## src/rtl/core/jse_pkg.sv

```systemverilog
package jse_pkg;

  localparam int MaxChars = 8;
  localparam int EscChars = 6;
  localparam int CntW     = $clog2(MaxChars + 1);
  localparam int IdxW     = $clog2(MaxChars);
  localparam int EscIdxW  = $clog2(EscChars);

  typedef logic [7:0] char_t;
  typedef logic [CntW-1:0] cnt_t;
  typedef logic [IdxW-1:0] idx_t;
  typedef char_t [MaxChars-1:0] char_list_t;
  typedef char_t [EscChars-1:0] esc_list_t;

  localparam char_t CharQuote  = 8'h22;
  localparam char_t CharBslash = 8'h5C;
  localparam char_t CharU      = 8'h75;
  localparam char_t CharZero   = 8'h30;
  localparam char_t CharUpperA = 8'h41;
  localparam char_t CtrlLimit  = 8'h20;

  localparam char_t CodeBs  = 8'h08;
  localparam char_t CodeTab = 8'h09;
  localparam char_t CodeLf  = 8'h0A;
  localparam char_t CodeFf  = 8'h0C;
  localparam char_t CodeCr  = 8'h0D;

  localparam char_t LetterB = 8'h62;
  localparam char_t LetterF = 8'h66;
  localparam char_t LetterN = 8'h6E;
  localparam char_t LetterR = 8'h72;
  localparam char_t LetterT = 8'h74;

  function automatic char_t hex_digit(input logic [3:0] d);
    if (d < 4'd10) begin
      return CharZero + {4'd0, d};
    end
    return CharUpperA + {4'd0, d} - 8'd10;
  endfunction

endpackage

```

## src/rtl/core/json_string_escaper_unit.sv

```systemverilog
// Path: input register, expanded character list, serializer, output register.
// Throughput: one input word per cycle while each word yields one character
// and char_stall is low; an n-character word holds the serializer until all n are sent.
// Words yielding no characters are dropped in the decode stage.
// Reset (synchronous, active high) clears all stage valid bits.
module json_string_escaper_unit
  import jse_pkg::*;
(
  input  logic       clk,
  input  logic       rst,
  input  logic [7:0] data_byte,
  input  logic       has_byte,
  input  logic       start_of_string,
  input  logic       end_of_string,
  input  logic       data_valid,
  output logic       data_stall,
  output logic [7:0] out_char,
  output logic       last_of_run,
  output logic       char_valid,
  input  logic       char_stall
);

  // stage 1: input register
  logic  s1_valid;
  char_t s1_byte;
  logic  s1_has;
  logic  s1_start;
  logic  s1_end;

  // stage 2: expanded character list
  logic       s2_valid;
  char_list_t s2_chars;
  cnt_t       s2_cnt;

  // stage 3: serializer
  logic       ser_valid;
  char_list_t ser_chars;
  cnt_t       ser_cnt;
  idx_t       ser_idx;

  logic out_ready;
  logic ser_last;
  logic ser_ready;
  logic s2_ready;
  logic s1_ready;

  esc_list_t  esc;
  logic [2:0] esc_n;
  logic       short_esc;
  char_t      letter;
  char_list_t chars_next;
  cnt_t       cnt_next;
  cnt_t       pos;

  assign out_ready  = !char_valid || !char_stall;
  assign ser_last   = ({1'b0, ser_idx} == (ser_cnt - cnt_t'(1)));
  assign ser_ready  = !ser_valid || (out_ready && ser_last);
  assign s2_ready   = !s2_valid || ser_ready;
  assign s1_ready   = !s1_valid || s2_ready;
  assign data_stall = !s1_ready;

  always_comb begin
    short_esc = 1'b1;
    letter    = s1_byte;
    unique case (s1_byte)
      CharQuote:  letter = CharQuote;
      CharBslash: letter = CharBslash;
      CodeBs:     letter = LetterB;
      CodeFf:     letter = LetterF;
      CodeLf:     letter = LetterN;
      CodeCr:     letter = LetterR;
      CodeTab:    letter = LetterT;
      default:    short_esc = 1'b0;
    endcase

    esc = '{default: CharZero};
    if (short_esc) begin
      esc[0] = CharBslash;
      esc[1] = letter;
      esc_n  = 3'd2;
    end else if (s1_byte < CtrlLimit) begin
      esc[0] = CharBslash;
      esc[1] = CharU;
      esc[2] = CharZero;
      esc[3] = CharZero;
      esc[4] = hex_digit(s1_byte[7:4]);
      esc[5] = hex_digit(s1_byte[3:0]);
      esc_n  = 3'd6;
    end else begin
      esc[0] = s1_byte;
      esc_n  = 3'd1;
    end
    if (!s1_has) begin
      esc_n = 3'd0;
    end

    cnt_next = cnt_t'(s1_start) + cnt_t'(esc_n) + cnt_t'(s1_end);

    for (int i = 0; i < MaxChars; i++) begin
      pos = cnt_t'(i) - cnt_t'(s1_start);
      if (s1_start && i == 0) begin
        chars_next[i] = CharQuote;
      end else if (pos < cnt_t'(esc_n)) begin
        chars_next[i] = esc[pos[EscIdxW-1:0]];
      end else begin
        chars_next[i] = CharQuote;
      end
    end
  end

  always_ff @(posedge clk) begin
    if (rst) begin
      s1_valid <= 1'b0;
    end else if (s1_ready) begin
      s1_valid <= data_valid;
    end
    if (s1_ready) begin
      s1_byte  <= data_byte;
      s1_has   <= has_byte;
      s1_start <= start_of_string;
      s1_end   <= end_of_string;
    end
  end

  always_ff @(posedge clk) begin
    if (rst) begin
      s2_valid <= 1'b0;
    end else if (s2_ready) begin
      s2_valid <= s1_valid && (cnt_next != '0);
    end
    if (s2_ready) begin
      s2_chars <= chars_next;
      s2_cnt   <= cnt_next;
    end
  end

  always_ff @(posedge clk) begin
    if (rst) begin
      ser_valid <= 1'b0;
      ser_idx   <= '0;
    end else if (ser_ready) begin
      ser_valid <= s2_valid;
      ser_idx   <= '0;
    end else if (out_ready) begin
      ser_idx <= ser_idx + idx_t'(1);
    end
    if (ser_ready) begin
      ser_chars <= s2_chars;
      ser_cnt   <= s2_cnt;
    end
  end

  always_ff @(posedge clk) begin
    if (rst) begin
      char_valid <= 1'b0;
    end else if (out_ready) begin
      char_valid <= ser_valid;
    end
    if (out_ready) begin
      out_char    <= ser_chars[ser_idx];
      last_of_run <= ser_last;
    end
  end

endmodule

```

## config.mk

```make
export PLATFORM = sky130hd
export DESIGN_NAME = json_string_escaper_unit
export DESIGN_NICKNAME = d
export VERILOG_FILES = /design/src/rtl/core/jse_pkg.sv /design/src/rtl/core/json_string_escaper_unit.sv
export SDC_FILE = /design/constraint.sdc
export NUM_CORES = 1
export LEC_CHECK = 0
export BUFFER_PORTS_ARGS = -buffer_cell sky130_fd_sc_hd__buf_2
export CAP_MARGIN = 40
export CORE_ASPECT_RATIO = 1.2
export CORE_MARGIN = 3
export CORE_UTILIZATION = 40
export CTS_CLUSTER_SIZE = 24
export DETAILED_ROUTE_END_ITERATION = 7
export PLACE_DENSITY = 0.61
export SETUP_SLACK_MARGIN = 0.3
export SYNTH_ARGS = -nofsm -noshare
export SYNTH_HDL_FRONTEND = slang
export SYNTH_SLANG_ARGS = --single-unit
```

## constraint.sdc

```tcl
create_clock -name clk -period 5.1 [get_ports clk]
set_input_delay 0.51 -clock clk [delete_from_list [all_inputs] [get_ports clk]]
set_output_delay 0.51 -clock clk [all_outputs]
set_load 0.01 [all_outputs]
```

== Word level (Yosys, flattened, before mapping) ==
Cells that the tools add are included.

* Shifts and indexed selects: 0
* $lt $le $gt $ge: 20
* Bitwise logic cells: 1
* Equal/unequal tests: 8
* Multiplexer cells: 37
* Div/mod/pow operators: 0
* Multiply operators: 0
* Reduce and logical (&&, ||, !) cells: 16
* Add/sub/neg operators: 18

{| class="wikitable"
|+ Operators with widths
! cell !! number
|-
| 8-bit binary-select mux with 3-bit select || 9
|-
| 8-bit two-way mux || 14
|-
| 8-bit case mux with 7 select lines || 1
|-
| 8-bit by 4-bit equality test with 1-bit output (second input constant) || 5
|-
| 40-bit two-way mux || 1
|-
| 3-bit by 4-bit < comparator with 1-bit output (second input constant) || 9
|-
| 4-bit by 3-bit < comparator with 1-bit output || 8
|-
| 32-bit two-way mux || 1
|-
| 7-bit by 4-bit adder with 8-bit output (first input constant) || 2
|-
| 16-bit two-way mux || 1
|-
| 3-bit by 1-bit subtractor with 4-bit output (first input constant) || 4
|-
| 8-bit by 4-bit subtractor with 8-bit output (second input constant) || 2
|-
| 6-bit by 4-bit adder with 7-bit output (first input constant) || 2
|-
| 3-bit two-way mux || 3
|-
| 8-bit by 6-bit equality test with 1-bit output (second input constant) || 1
|-
| 8-bit by 7-bit equality test with 1-bit output (second input constant) || 1
|-
| 4-bit < comparator (second input constant) || 2
|-
| 8-bit by 6-bit < comparator with 1-bit output (second input constant) || 1
|-
| 1-bit two-way mux || 7
|-
| 7-bit OR reduction || 1
|-
| 1-bit zero test || 6
|-
| 2-bit by 1-bit subtractor with 3-bit output (first input constant) || 2
|-
| 1-bit by 3-bit adder with 4-bit output || 1
|-
| 4-bit by 1-bit adder with 4-bit output || 1
|-
| 9 further kinds || 15
|}

* Memories kept: 0
* Latch bits: 0
* Memory bits (writable): 0
* ROM bits: 0
* Register bits: 163
* Input bits: 15
* Word-level logic and storage cells: 129

== Logic depth before layout (Yosys ltp) ==
Gate-level depths: netlist of the first run.

* Depth in word-level cells: 9
* Mapped depth: 14
* Mapped depth without buffers: 13

== Worst setup path after synthesis of the first run ==
OpenSTA, ideal clock, no wires.

* Kind: register to register
* From: reg ser_cnt[0]
* To: reg s2_chars[0] in the netlist's numbering (enable)
* Path buffers: 1
* Arrival time: 3.368 ns
* Setup time: 0.412 ns
* Cell stages (with the launch flop): 9
* Slack: 1.319 ns
* Period minus slack after synthesis: 3.781 ns
* Cell sequence: edfxtp_1 inv_1 ha_1 xor2_1 or3_1 a21oi_1 a21bo_2 buf_2 or2_1

* Cells in the longest elaborated chain, start to end: 5

{| class="wikitable"
|+ Ends and longest elaborated chain
! element !! line !! text
|-
| start, declared || json_string_escaper_unit.sv:38 || <nowiki>cnt_t ser_cnt;</nowiki>
|-
| start signal, assigned || json_string_escaper_unit.sv:149 || <nowiki>ser_cnt <= s2_cnt;</nowiki>
|-
| 4-bit by 1-bit subtractor with 4-bit output || json_string_escaper_unit.sv:56 || <nowiki>assign ser_last = ({1'b0, ser_idx} == (ser_cnt - cnt_t'(1)));</nowiki>
|-
| 3-bit by 4-bit equality test with 1-bit output || json_string_escaper_unit.sv:56 ||
|-
| net ser_last || json_string_escaper_unit.sv:42 || <nowiki>logic ser_last;</nowiki>
|-
| 1-bit logical AND || json_string_escaper_unit.sv:57 || <nowiki>assign ser_ready = !ser_valid || (out_ready && ser_last);</nowiki>
|-
| 1-bit logical OR || json_string_escaper_unit.sv:57 ||
|-
| net ser_ready || json_string_escaper_unit.sv:43 || <nowiki>logic ser_ready;</nowiki>
|-
| 1-bit logical OR || json_string_escaper_unit.sv:58 || <nowiki>assign s2_ready = !s2_valid || ser_ready;</nowiki>
|-
| net s2_ready || json_string_escaper_unit.sv:44 || <nowiki>logic s2_ready;</nowiki>
|-
| end signal, assigned || json_string_escaper_unit.sv:132 || <nowiki>s2_chars <= chars_next;</nowiki>
|-
| end, declared || json_string_escaper_unit.sv:32 || <nowiki>char_list_t s2_chars;</nowiki>
|}

The timed path passes the listed nets, and every way through them passes these cells.
A chain may end at the register's enable or synchronous reset.

== Final worst setup path of the first run ==
* From: reg s1_byte[1]
* To: reg s2_valid

* Cells in the longest elaborated chain, start to end: 9
* Elaborated cells on any way between the ends: 17

{| class="wikitable"
|+ Ends and longest elaborated chain
! element !! line !! text
|-
| start, declared || json_string_escaper_unit.sv:25 || <nowiki>char_t s1_byte;</nowiki>
|-
| start signal, assigned || json_string_escaper_unit.sv:118 || <nowiki>s1_byte <= data_byte;</nowiki>
|-
| branches (longest 3 deep; another with 8-bit by 6-bit < comparator with 1-bit output) || -- ||
|-
| 3-bit two-way mux * || json_string_escaper_unit.sv:77 || <nowiki>if (short_esc) begin</nowiki>
|-
| 3-bit two-way mux * || json_string_escaper_unit.sv:93 || <nowiki>if (!s1_has) begin</nowiki>
|-
| 1-bit by 3-bit adder with 4-bit output * || json_string_escaper_unit.sv:97 || <nowiki>cnt_next = cnt_t'(s1_start) + cnt_t'(esc_n) + cnt_t'(s1_end);</nowiki>
|-
| 4-bit by 1-bit adder with 4-bit output * || json_string_escaper_unit.sv:97 ||
|-
| net cnt_next[1] || json_string_escaper_unit.sv:52 || <nowiki>cnt_t cnt_next;</nowiki>
|-
| 4-bit nonzero test * || json_string_escaper_unit.sv:129 || <nowiki>s2_valid <= s1_valid && (cnt_next != '0);</nowiki>
|-
| 1-bit logical AND * || json_string_escaper_unit.sv:129 ||
|-
| end signal, assigned || json_string_escaper_unit.sv:129 ||
|-
| end, declared || json_string_escaper_unit.sv:31 || <nowiki>logic s2_valid;</nowiki>
|}

Mark *: on every way through the listed nets, which the timed path passes.

==> results by group, run 1 <==
Yosys
  – Number of enable flip-flop cells after synthesis: 124
  – Post-synth top area share: 0.6863
  – Unique masters post-synth: 59
  – Synthesized cell area: 5425 sq um
  – Cell taking the most area after synthesis: edfxtp_1
  – Post-synthesis cell count: 360
  – Synth async-reset ratio: 0
  – Synth Area per Inst: 15.07 sq um
  – Sequential cell area fraction in the yosys report: 0.7122
  – Synth top area cells: edfxtp_1 (69%), ha_1 (3.0%), mux4_2 (2.9%)
  – Synthesis Warnings: 0
  – Ys flop type: edfxtp_1
  – Most instantiated cells after synthesis: edfxtp_1 (124), nor2_1 (29), inv_1 (22)
  – Post-synthesis register bit count: 131
  – Most frequent cell after synthesis: edfxtp_1

Layout
  – Fillers: 1,148
  – Area Growth Syn to Fin: 16.61%
  – Cell Count, Final, Fillers Out: 579
  – Fin nets: 427
  – Antenna diodes: 0
  – Final Core Density: 0.4779
  – Layout cells sized above 1: 0.1971

Critical path
  – Worst R2R End: s2_valid
  – Crit-path max FO: 12
  – Reg-to-reg slack, setup: 1.42 ns
  – Worst R2R Start: s1_byte[1]
  – Critical-path top delay cell: nand4_1
  – CP most frequent cell: inv_1
  – R2R depth: 13
  – Crit end category: flip-flop
  – Critical path's top delay family: simple AND/OR/NAND/NOR gates
  – Arrival @ worst endpoint: 3.96 ns
  – Crit-path cells: inv_1, ha_1, a21o_1, a32oi_4, nand4_1, nor2_1, inv_1, fa_1, inv_1, ha_1, or3_1, mux2i_1, o32ai_1
  – Worst Setup Start Kind: flip-flop
  – CP max stage delay: 0.50 ns
  – Critical path type: reg -> reg
  – Buf+Inv Stages, Crit Path: 3
  – Worst endpoint required time: 5.38 ns

Clock network
  – Clock insertion delay at the later pin of the skew report: 0.40 ns
  – Longest Clk Path Bufs: 2
  – H-tree depth: 4
  – Post-CTS Hold Buffers: 0
  – Num CTS Buffers: 17
  – Worst-path clk slew: 0.06 ns
  – Clock Root Buffer: clkbuf_16
  – CTS tree: done
  – Clock sink count: 131
  – Post-cts resize count: 0
  – Setup Buffers After CTS: 0

Floorplan
  – IO Count: 26
  – Die W: 112.3 um
  – Core area: 13,240 sq um
  – Die Ht: 133.6 um
  – Die ar.: 15,000 sq um
  – Row count: 46
  – Initial Utilization: 0.4098

Global routing
  – Gr usage total: 0.1370
  – Aggregate global routing overflow: 0
  – Largest net degree at the start of global routing: 46
  – Vias in the first global route: 3,025
  – First-pass GRT wire length: 15,750 um
  – Antenna violations before repair: 0

Power
  – P_leak: 2.430 nW
  – Maximum vdd drop: 193.3 uV
  – PwrDens: 416.2 nW/um^2

Routing
  – Drt pass-1 iters: 4
  – DRC: 0
  – Initial DRC Count: 185
  – Antenna-violating nets left: 0
  – Avg WL per Cell: 16.60 um
  – Total Wirelength: 9613 um
  – Vias: 2,942
  – Vias per std cell: 5.081

Timing
  – Final Skew: 0.01085 ns
  – Post-route setup slack: 1.418 ns
  – Unrepaired setup endpoints after global routing: false
  – Final setup vio count: 0
  – Rel. slew slack: 0.4473
  – Measured slew at the worst slew-check pin: 0.8290 ns
  – Hold violation count in the final report: 0
  – Final slew viol count: 0
  – Fmax: 271.6 MHz
  – Min Tclk post-route: 3.682 ns
  – Setup_tns: 0 ns
  – Crit share post-route: 0.7219

Placed design
  – DP Wirelength: 6742 um
  – Place WS: 1.443 ns
  – Dpl cells: 547
  – Buffers on Ports: 25
  – Global placement routability congestion: 0.8593

Min path
  – Worst hold path type: in -> reg
  – Depth of the worst hold-timing path: 1
  – Hold worst-path end: s1_end
  – Hold path startpoint: end_of_string

Run status
  – Status: finished, final reports clean

Flow run
  – MaxCap Viol Count: 0
==> worst max path at each step <==
stage / end / cells after the start / from
2_1_floorplan: s2_chars[0] / 8 / ser_cnt[0]
3_3_place_gp: s2_valid / 13 / s1_byte[1]
3_5_place_dp: s2_valid / 13 / s1_byte[1]
4_1_cts: s2_valid / 13 / s1_byte[1]
5_1_grt: s2_valid / 13 / s1_byte[1]
6_report: s2_valid / 13 / s1_byte[1]
==> cells in the final DEF, fill, tap and decap left out, types with 5 or more instances in the layout <==
cell       instances
mux4_2             7
edfxtp_1         124
ha_1              13
clkbuf_16         17
conb_1             6
nor3_1            15
o22ai_1            5
a21oi_1           18
buf_2             25
o21ai_0            8
mux2i_1            8
buf_4              6
inv_1             22
nor2_1            29
nand2_1           16
dfxtp_1            7
and3_1             6
xor2_1             5
==> state kept, by name, indices dropped and copies added, names as in the netlist <==
name         cells
s1_end           1
char_valid       1
out_char         8
ser_cnt          4
ser_chars       48
s2_cnt           4
s2_valid         1
s1_has           1
s2_chars        48
s1_start         1
s1_valid         1
s1_byte          8
ser_valid        1
ser_idx          3
last_of_run      1
==> routing by layer <==
layer  vias to the layer above  routed length [um]  track usage
li1                       1439                   -            -
met1                      1398                4248       0.1692
met2                        77                4651       0.2144
met3                        28                 392      0.03816
met4                         0                 320      0.08216
met5                         -                   0            0
==> cell type report <==
cell class / count / area, sq um / share of cell area
inverters: 23 / 86.33 / 0.01365
clock inverters: 15 / 156.4 / 0.02472
multi-input cells: 194 / 1414 / 0.2235
flip-flops and latches: 131 / 3864 / 0.6108
well taps: 168 / 210.2 / 0.03323
repair buffers: 31 / 170.2 / 0.02690
clock buffers: 17 / 425.4 / 0.06725
==> through the flow <==
stage          hold slack [ns]  cell area (sq um)  total power, mW
6_report                0.2811               6326            2.633
5_1_grt                 0.2600               6326            2.734
4_1_cts                 0.2602               6326            2.662
3_5_place_dp            0.4052               5744            1.488
3_3_place_gp            0.4026               5744            1.481
2_1_floorplan           0.4003               5440            1.430
==> report_power, final <==
part	switching (mW)	internal [mW]	leakage, nW
clock	0.447	0.722	0.274
combinational	0.0950	0.0621	0.750
sequential	0.0339	1.27	1.41
==> worst register-to-register path, delay by kind of cell, from the launching register on <==
family                   cells  cell delay (ns)
AO/OA/AOI/OAI                3             0.65
adder cells (fa/ha/maj)      3             0.92
flip-flops                   1             0.38
buffers and inverters        3             0.29
multiplexers                 1             0.15
AND/OR/NAND/NOR              3             1.17
==> cells by family after synthesis <==
family | share of synthesized area
other | 0.001384
XOR/XNOR | 0.01130
AO/OA/AOI/OAI | 0.07334
AND/OR/NAND/NOR | 0.09225
buffers and inverters | 0.02998
adder cells (fa/ha/maj) | 0.03367
flip-flops | 0.7122
multiplexers | 0.04590
(Power assumes the default switching activity.)
==> run 2, diff against run 1 <==
Settings changed: ABC_AREA set to 1.
Clock period 5.1 ns to 3.52 ns, I/O delays scaled along.
==> run 2 against run 1 <==
Clock power is 44% higher. Final cell count rose by 14%. Non-clock buffer count unchanged. Global-route usage is 0.55 points higher. Sequential power is 45% higher. Largest cell class unchanged. First-iteration DRC count grew 19%. Wire length grew 5.0%. Largest power group unchanged. Utilization up 0.72 points. Setup slack got worse by 0.97 ns. Synthesized cell count increased by 21%. Sequential share of layout area shrank 1.4 points. Critical endpoint unchanged. Die area rose by 1.8%.
==> results by group, run 2 <==
Layout
  – Fillers: 1,198
  – Most frequent cells in the layout: edfxtp_1 (124), nand2_1 (53), inv_1 (45)
  – Area Growth Syn to Fin: 17.13%
  – Top Registers: s2_chars (48), ser_chars (48)
  – Most common cell after layout, fill and taps aside: edfxtp_1
  – Layout cells sized above 1: 0.2150
  – Antenna diodes: 0
  – Fin nets: 509

Global routing
  – Aggregate global routing overflow: 0
  – Vias in the first global route: 3,171
  – First-pass GRT wire length: 16,550 um
  – Gr usage total: 0.1425
  – Antenna violations before repair: 0
  – Largest net degree at the start of global routing: 54

Timing
  – Rel. slew slack: 0.5617
  – Final slew viol count: 0
  – Min Tclk post-route: 3.067 ns
  – Fmax: 326.1 MHz
  – WHS: 0.1194 ns
  – Hold violation count in the final report: 0
  – Measured slew at the worst slew-check pin: 0.6574 ns
  – Final Skew: 0.009295 ns
  – Crit share post-route: 0.8713
  – Final setup vio count: 0
  – Setup_tns: 0 ns
  – Unrepaired setup endpoints after global routing: true

Critical path
  – Critical path type: reg -> reg
  – CP Depth: 18
  – Worst R2R Start: s1_byte[4]
  – Buf+Inv Stages, Crit Path: 4
  – R2R depth: 18
  – CP max stage delay: 0.43 ns
  – Critical Path End: s2_valid
  – Critical path's top delay family: simple AND/OR/NAND/NOR gates
  – Arrival @ worst endpoint: 3.36 ns
  – Crit end category: flip-flop
  – Crit-path cells: inv_1, ha_1, nand2_2, a21oi_2, nor2_4, nand2_4, nor2_4, inv_4, nor2_2, inv_1, fa_1, inv_1, ha_1, or2_2, nor2_1, nand2_1, nand2_1, a21oi_1
  – Critical-path top delay cell: edfxtp_1
  – Crit-path max FO: 11
  – Worst Setup Start Kind: flip-flop
  – Setup crit start: s1_byte[4]
  – CP most frequent cell: inv_1
  – Worst R2R End: s2_valid
  – Worst endpoint required time: 3.81 ns
  – Reg-to-reg slack, setup: 0.45 ns

Yosys
  – Cell taking the most area after synthesis: edfxtp_1
  – Synth Area per Inst: 12.66 sq um
  – Most instantiated cells after synthesis: edfxtp_1 (124), nand2_1 (56), inv_1 (46)
  – Most frequent cell after synthesis: edfxtp_1
  – Synthesis Warnings: 0
  – Number of enable flip-flop cells after synthesis: 124
  – Post-synthesis register bit count: 131
  – Post-synthesis cell count: 437
  – Ys flop type: edfxtp_1
  – Post-synth top area share: 0.6733
  – Synth async-reset ratio: 0
  – Unique masters post-synth: 41
  – Synth top area cells: edfxtp_1 (67%), nand2_1 (3.8%), inv_1 (3.1%)
  – Sequential cell area fraction in the yosys report: 0.6986
  – Synthesized cell area: 5530 sq um

Run status
  – Status: finished, final reports clean

Flow run
  – MaxCap Viol Count: 0

Power
  – Sw Pwr: 0.7991 mW
  – Maximum vdd drop: 246.8 uV
  – P_leak: 2.678 nW
  – Reg power frac: 0.495
  – Int Power: 3.034 mW
  – Comb pwr share: 0.063
  – Clock power share: 0.442
  – PwrDens: 591.8 nW/um^2
  – Sw frac: 0.2085

Routing
  – Total Wirelength: 10,100 um
  – Vias: 3,222
  – Avg WL per Cell: 15.27 um
  – DRC: 0
  – Antenna-violating nets left: 0
  – Drt pass-1 iters: 4
  – Initial DRC Count: 221
  – Vias per std cell: 4.874

Clock network
  – H-tree depth: 4
  – Longest Clk Path Bufs: 2
  – Clock sink count: 131
  – CTS tree: done
  – Post-CTS Hold Buffers: 0
  – Clock Root Buffer: clkbuf_16
  – Worst-path clk slew: 0.06 ns
  – Clock insertion delay at the later pin of the skew report: 0.40 ns
  – Num CTS Buffers: 17

Min path
  – Depth of the worst hold-timing path: 1
  – Worst hold path type: in -> reg

Placed design
  – DP Wirelength: 7112 um
  – Global placement routability congestion: 0.8857
  – Buffers on Ports: 25

Floorplan
  – Die Ht: 134.8 um
  – Die ar.: 15,280 sq um
  – IO Count: 26
  – Die W: 113.3 um
  – Row count: 46
  – Core area: 13,350 sq um
  – Initial Utilization: 0.4142
==> run 2: cell types whose count changed after synthesis, sizes merged, moves of 3 or more <==
cell	change
nand2	+48
o21ai	+24
nor3	-8
nand3	+14
nor2	+24
mux2i	-8
mux4	-7
and3	-6
nand2b	-3
inv	+32
clkbuf	-3
==> run 2: how the worst min path moves through the flow <==
stage / start / endpoint / slack [ns]
6_report: has_byte / s1_has / 0.12
5_1_grt: data_byte[0] / s1_byte[0] / 0.10
4_1_cts: has_byte / s1_has / 0.10
3_5_place_dp: s2_chars[1] / ser_chars[1] / 0.40
3_3_place_gp: s2_chars[35] / ser_chars[35] / 0.40
2_1_floorplan: s2_chars[0] / ser_chars[0] / 0.40
==> run 2: cell families (layout without fill, tap and decap cells) <==
group / after synthesis / in the layout / synth area share
XOR/XNOR: 6 / 6 / 0.009502
buffers and inverters: 66 / 118 / 0.04864
flip-flops: 131 / 131 / 0.6986
adder cells (fa/ha/maj): 14 / 14 / 0.03303
AND/OR/NAND/NOR: 148 / 148 / 0.1319
other: 2 / 6 / 0.001358
AO/OA/AOI/OAI: 70 / 70 / 0.07693
==> run 2: cell type report <==
class                   instances  area (sq um)  share of cell area
clock inverters                12         138.9             0.02144
clock buffers                  20         436.7             0.06741
multi-input cells             244          1435              0.2216
flip-flops and latches        131          3865              0.5967
repair buffers                 31         182.7             0.02820
well taps                     168         210.2             0.03245
inverters                      55         209.0             0.03226
==> run 2: routing by layer <==
layer,GRT usage,vias to the layer above,part of all wire
li1,-,1599,-
met1,0.1818,1523,0.44
met2,0.2250,82,0.49
met3,0.04258,18,0.043
met4,0.06413,0,0.023
met5,0,-,0
==> run 2: timing repair <==
item                                    CTS  global route
endpoints found under the setup margin    1            12
resized for setup                         0             8
setup buffers                             2             0
==> run 2: stage by stage <==
step	cells	total power, mW	setup slack (ns)	utilization	cell area [sq um]
after floorplan	441	2.084	0.4163	-	5550
after global placement	627	2.161	0.3546	0.4395	5868
final	661	3.833	0.4532	0.4851	6477
after CTS	661	3.864	0.3281	0.4837	6459
after detailed placement	627	2.168	0.2787	0.4395	5868
after global routing	661	3.986	0.2187	0.4851	6477
==> run 2: worst register-to-register path: cells and delay by family (launching register included) <==
| kind | cells | cell delay [ns] |
|---|---|---|
| AND/OR/NAND/NOR | 9 | 1.20 |
| flip-flops | 1 | 0.43 |
| buffers and inverters | 4 | 0.36 |
| AO/OA/AOI/OAI | 2 | 0.12 |
| adder cells (fa/ha/maj) | 3 | 0.86 |
==> run 2: power groups by stage <==
stage               Sequential (mW)  Combinational (mW)  Clock (mW)
finish                         1.90               0.242        1.69
detailed placement             1.93               0.239           0
CTS                            1.90               0.242        1.72
floorplan                      1.92               0.164           0
global placement               1.93               0.235           0
global route                   1.91               0.274        1.80
==> run 3, diff against run 2 <==
Settings changed: ABC_AREA 1 to 0.
==> run 3 against run 2 <==
Register-to-register slack better by 0.07 ns. Clock skew fell by 0.0017 ns. Utilization decreased by 0.12 points. Worst hold slack worse by 0.010 ns. Critical endpoint is now s2_chars[18]. Power rose by 1.2%.
==> results by group, run 3 (synthesis results as in run 1) <==
Layout
  – Fin nets: 434
  – Most common cell after layout, fill and taps aside: edfxtp_1
  – Cell Count, Final, Fillers Out: 586
  – Final Core Density: 0.4839
  – Final instance area: 6406 sq um
  – Antenna diodes: 0
  – Area Growth Syn to Fin: 18.08%
  – Most frequent cells in the layout: edfxtp_1 (124), nor2_1 (28), buf_2 (25)
  – Top Registers: s2_chars (48), ser_chars (48)
  – Layout cells sized above 1: 0.2249
  – Fillers: 1,168

Placed design
  – Place WS: 0.3538 ns
  – Placed inst area: 5769 sq um
  – Buffers on Ports: 25
  – DP Wirelength: 6819 um
  – Global placement routability congestion: 0.8813
  – Dpl cells: 550

Routing
  – DRC: 0
  – Avg WL per Cell: 16.77 um
  – M1 WL: 4109 um
  – Vias: 3,042
  – Vias per std cell: 5.191
  – Initial DRC Count: 290
  – Top Layer Used: met4
  – Antenna-violating nets left: 0
  – Total Wirelength: 9827 um
  – Met2 WL: 4903 um
  – Drt pass-1 iters: 5
  – Routed met3 length: 506 um

Clock network
  – CTS tree: done
  – Num CTS Buffers: 17
  – Clock insertion delay at the later pin of the skew report: 0.41 ns
  – Worst-path clk slew: 0.06 ns
  – Clock sink count: 131
  – H-tree depth: 4
  – Clock Root Buffer: clkbuf_16
  – Post-CTS Hold Buffers: 0
  – Longest Clk Path Bufs: 2

Critical path
  – Critical path type: reg -> reg
  – Worst R2R Start: s1_byte[4]
  – Crit-path max FO: 11
  – Crit-path cells: inv_1, ha_1, nor3b_4, o2111ai_2, nand4_1, buf_4, nand2_1, ha_1, a21oi_1, buf_4, o21ai_2, nor2_1
  – Critical-path top delay cell: edfxtp_1
  – Worst endpoint required time: 3.66 ns
  – Arrival @ worst endpoint: 3.14 ns
  – Worst Setup Start Kind: flip-flop
  – CP max stage delay: 0.42 ns
  – Crit end category: flip-flop
  – Setup crit start: s1_byte[4]

Timing
  – Final Skew: 0.007569 ns
  – Final slew viol count: 0
  – Final setup vio count: 0
  – Unrepaired setup endpoints after global routing: false
  – Rel. slew slack: 0.5244
  – Crit share post-route: 0.8513
  – Measured slew at the worst slew-check pin: 0.7134 ns
  – Post-route setup slack: 0.5233 ns
  – Setup_tns: 0 ns
  – Min Tclk post-route: 2.997 ns
  – Hold violation count in the final report: 0
  – WHS: 0.1093 ns
  – Fmax: 333.7 MHz

Floorplan
  – Die Ht: 133.6 um
  – Die W: 112.3 um
  – Die ar.: 15,000 sq um
  – Core area: 13,240 sq um
  – Row count: 46
  – Initial Utilization: 0.4098
  – IO Count: 26

Global routing
  – Antenna violations before repair: 0
  – First-pass GRT wire length: 16,240 um
  – Aggregate global routing overflow: 0
  – Largest net degree at the start of global routing: 53
  – Vias in the first global route: 3,060
  – Gr usage total: 0.1413

Flow run
  – MaxCap Viol Count: 0

Power
  – P_leak: 2.467 nW
  – PwrDens: 605.5 nW/um^2
  – Maximum vdd drop: 262.8 uV
  – Total power: 3.879 mW

Min path
  – Hold path startpoint: data_byte[7]
  – Worst hold path type: in -> reg

Run status
  – Status: finished, final reports clean
[run 3: changes by cell type in the layout (fill, tap and decap cells not counted), sizes merged, moves of 3 or more]
cell	previous run	this run
buf	31	38
inv	55	31
clkbuf	20	17
nand3	19	5
clkinv	7	1
nor3	7	15
and3	0	6
mux2i	0	8
nand2	64	16
nand2b	0	3
nor2	53	29
o21ai	35	11
mux4	0	7
[run 3: critical path: cells and delay by family (launching register included)]
family	cells	cell delay, ns
AND/OR/NAND/NOR	4	0.70
AO/OA/AOI/OAI	3	0.57
buffers and inverters	3	0.55
adder cells (fa/ha/maj)	2	0.47
flip-flops	1	0.42
[run 3: path summary, 6_finish.rpt]
path         slack [ns]  depth (start not counted)           end
min                0.11                          1    s1_byte[7]
max reg2reg        0.52                         12  s2_chars[18]
max                0.52                         12  s2_chars[18]
min reg2reg        0.42                          0  ser_chars[1]
[run 3: repair_timing]
action                                  4_1_cts  5_1_grt
endpoints found under the setup margin        0       15
gates resized for setup                       0        5
buffers inserted                              0        4
[run 3: cell type report]
| type | count | area, sq um | share of cell area |
|---|---|---|---|
| repair buffers | 38 | 222.7 | 0.03477 |
| clock inverters | 15 | 171.4 | 0.02676 |
| multi-input cells | 194 | 1426 | 0.2227 |
| inverters | 23 | 86.33 | 0.01348 |
| well taps | 168 | 210.2 | 0.03281 |
| flip-flops and latches | 131 | 3864 | 0.6031 |
| clock buffers | 17 | 425.4 | 0.06641 |
[run 3: per-layer routing]
metal | vias up | global-route usage
li1 | 1449 | -
met1 | 1474 | 0.1757
met2 | 94 | 0.2273
met3 | 25 | 0.04044
met4 | 0 | 0.06814
met5 | - | 0
[run 3: report_power, final]
part / switching, mW / total [mW] / internal, mW / leakage [nW]
clock network: 0.687 / 1.75 / 1.06 / 0.280
registers: 0.0441 / 1.89 / 1.84 / 1.41
logic: 0.146 / 0.241 / 0.0955 / 0.781
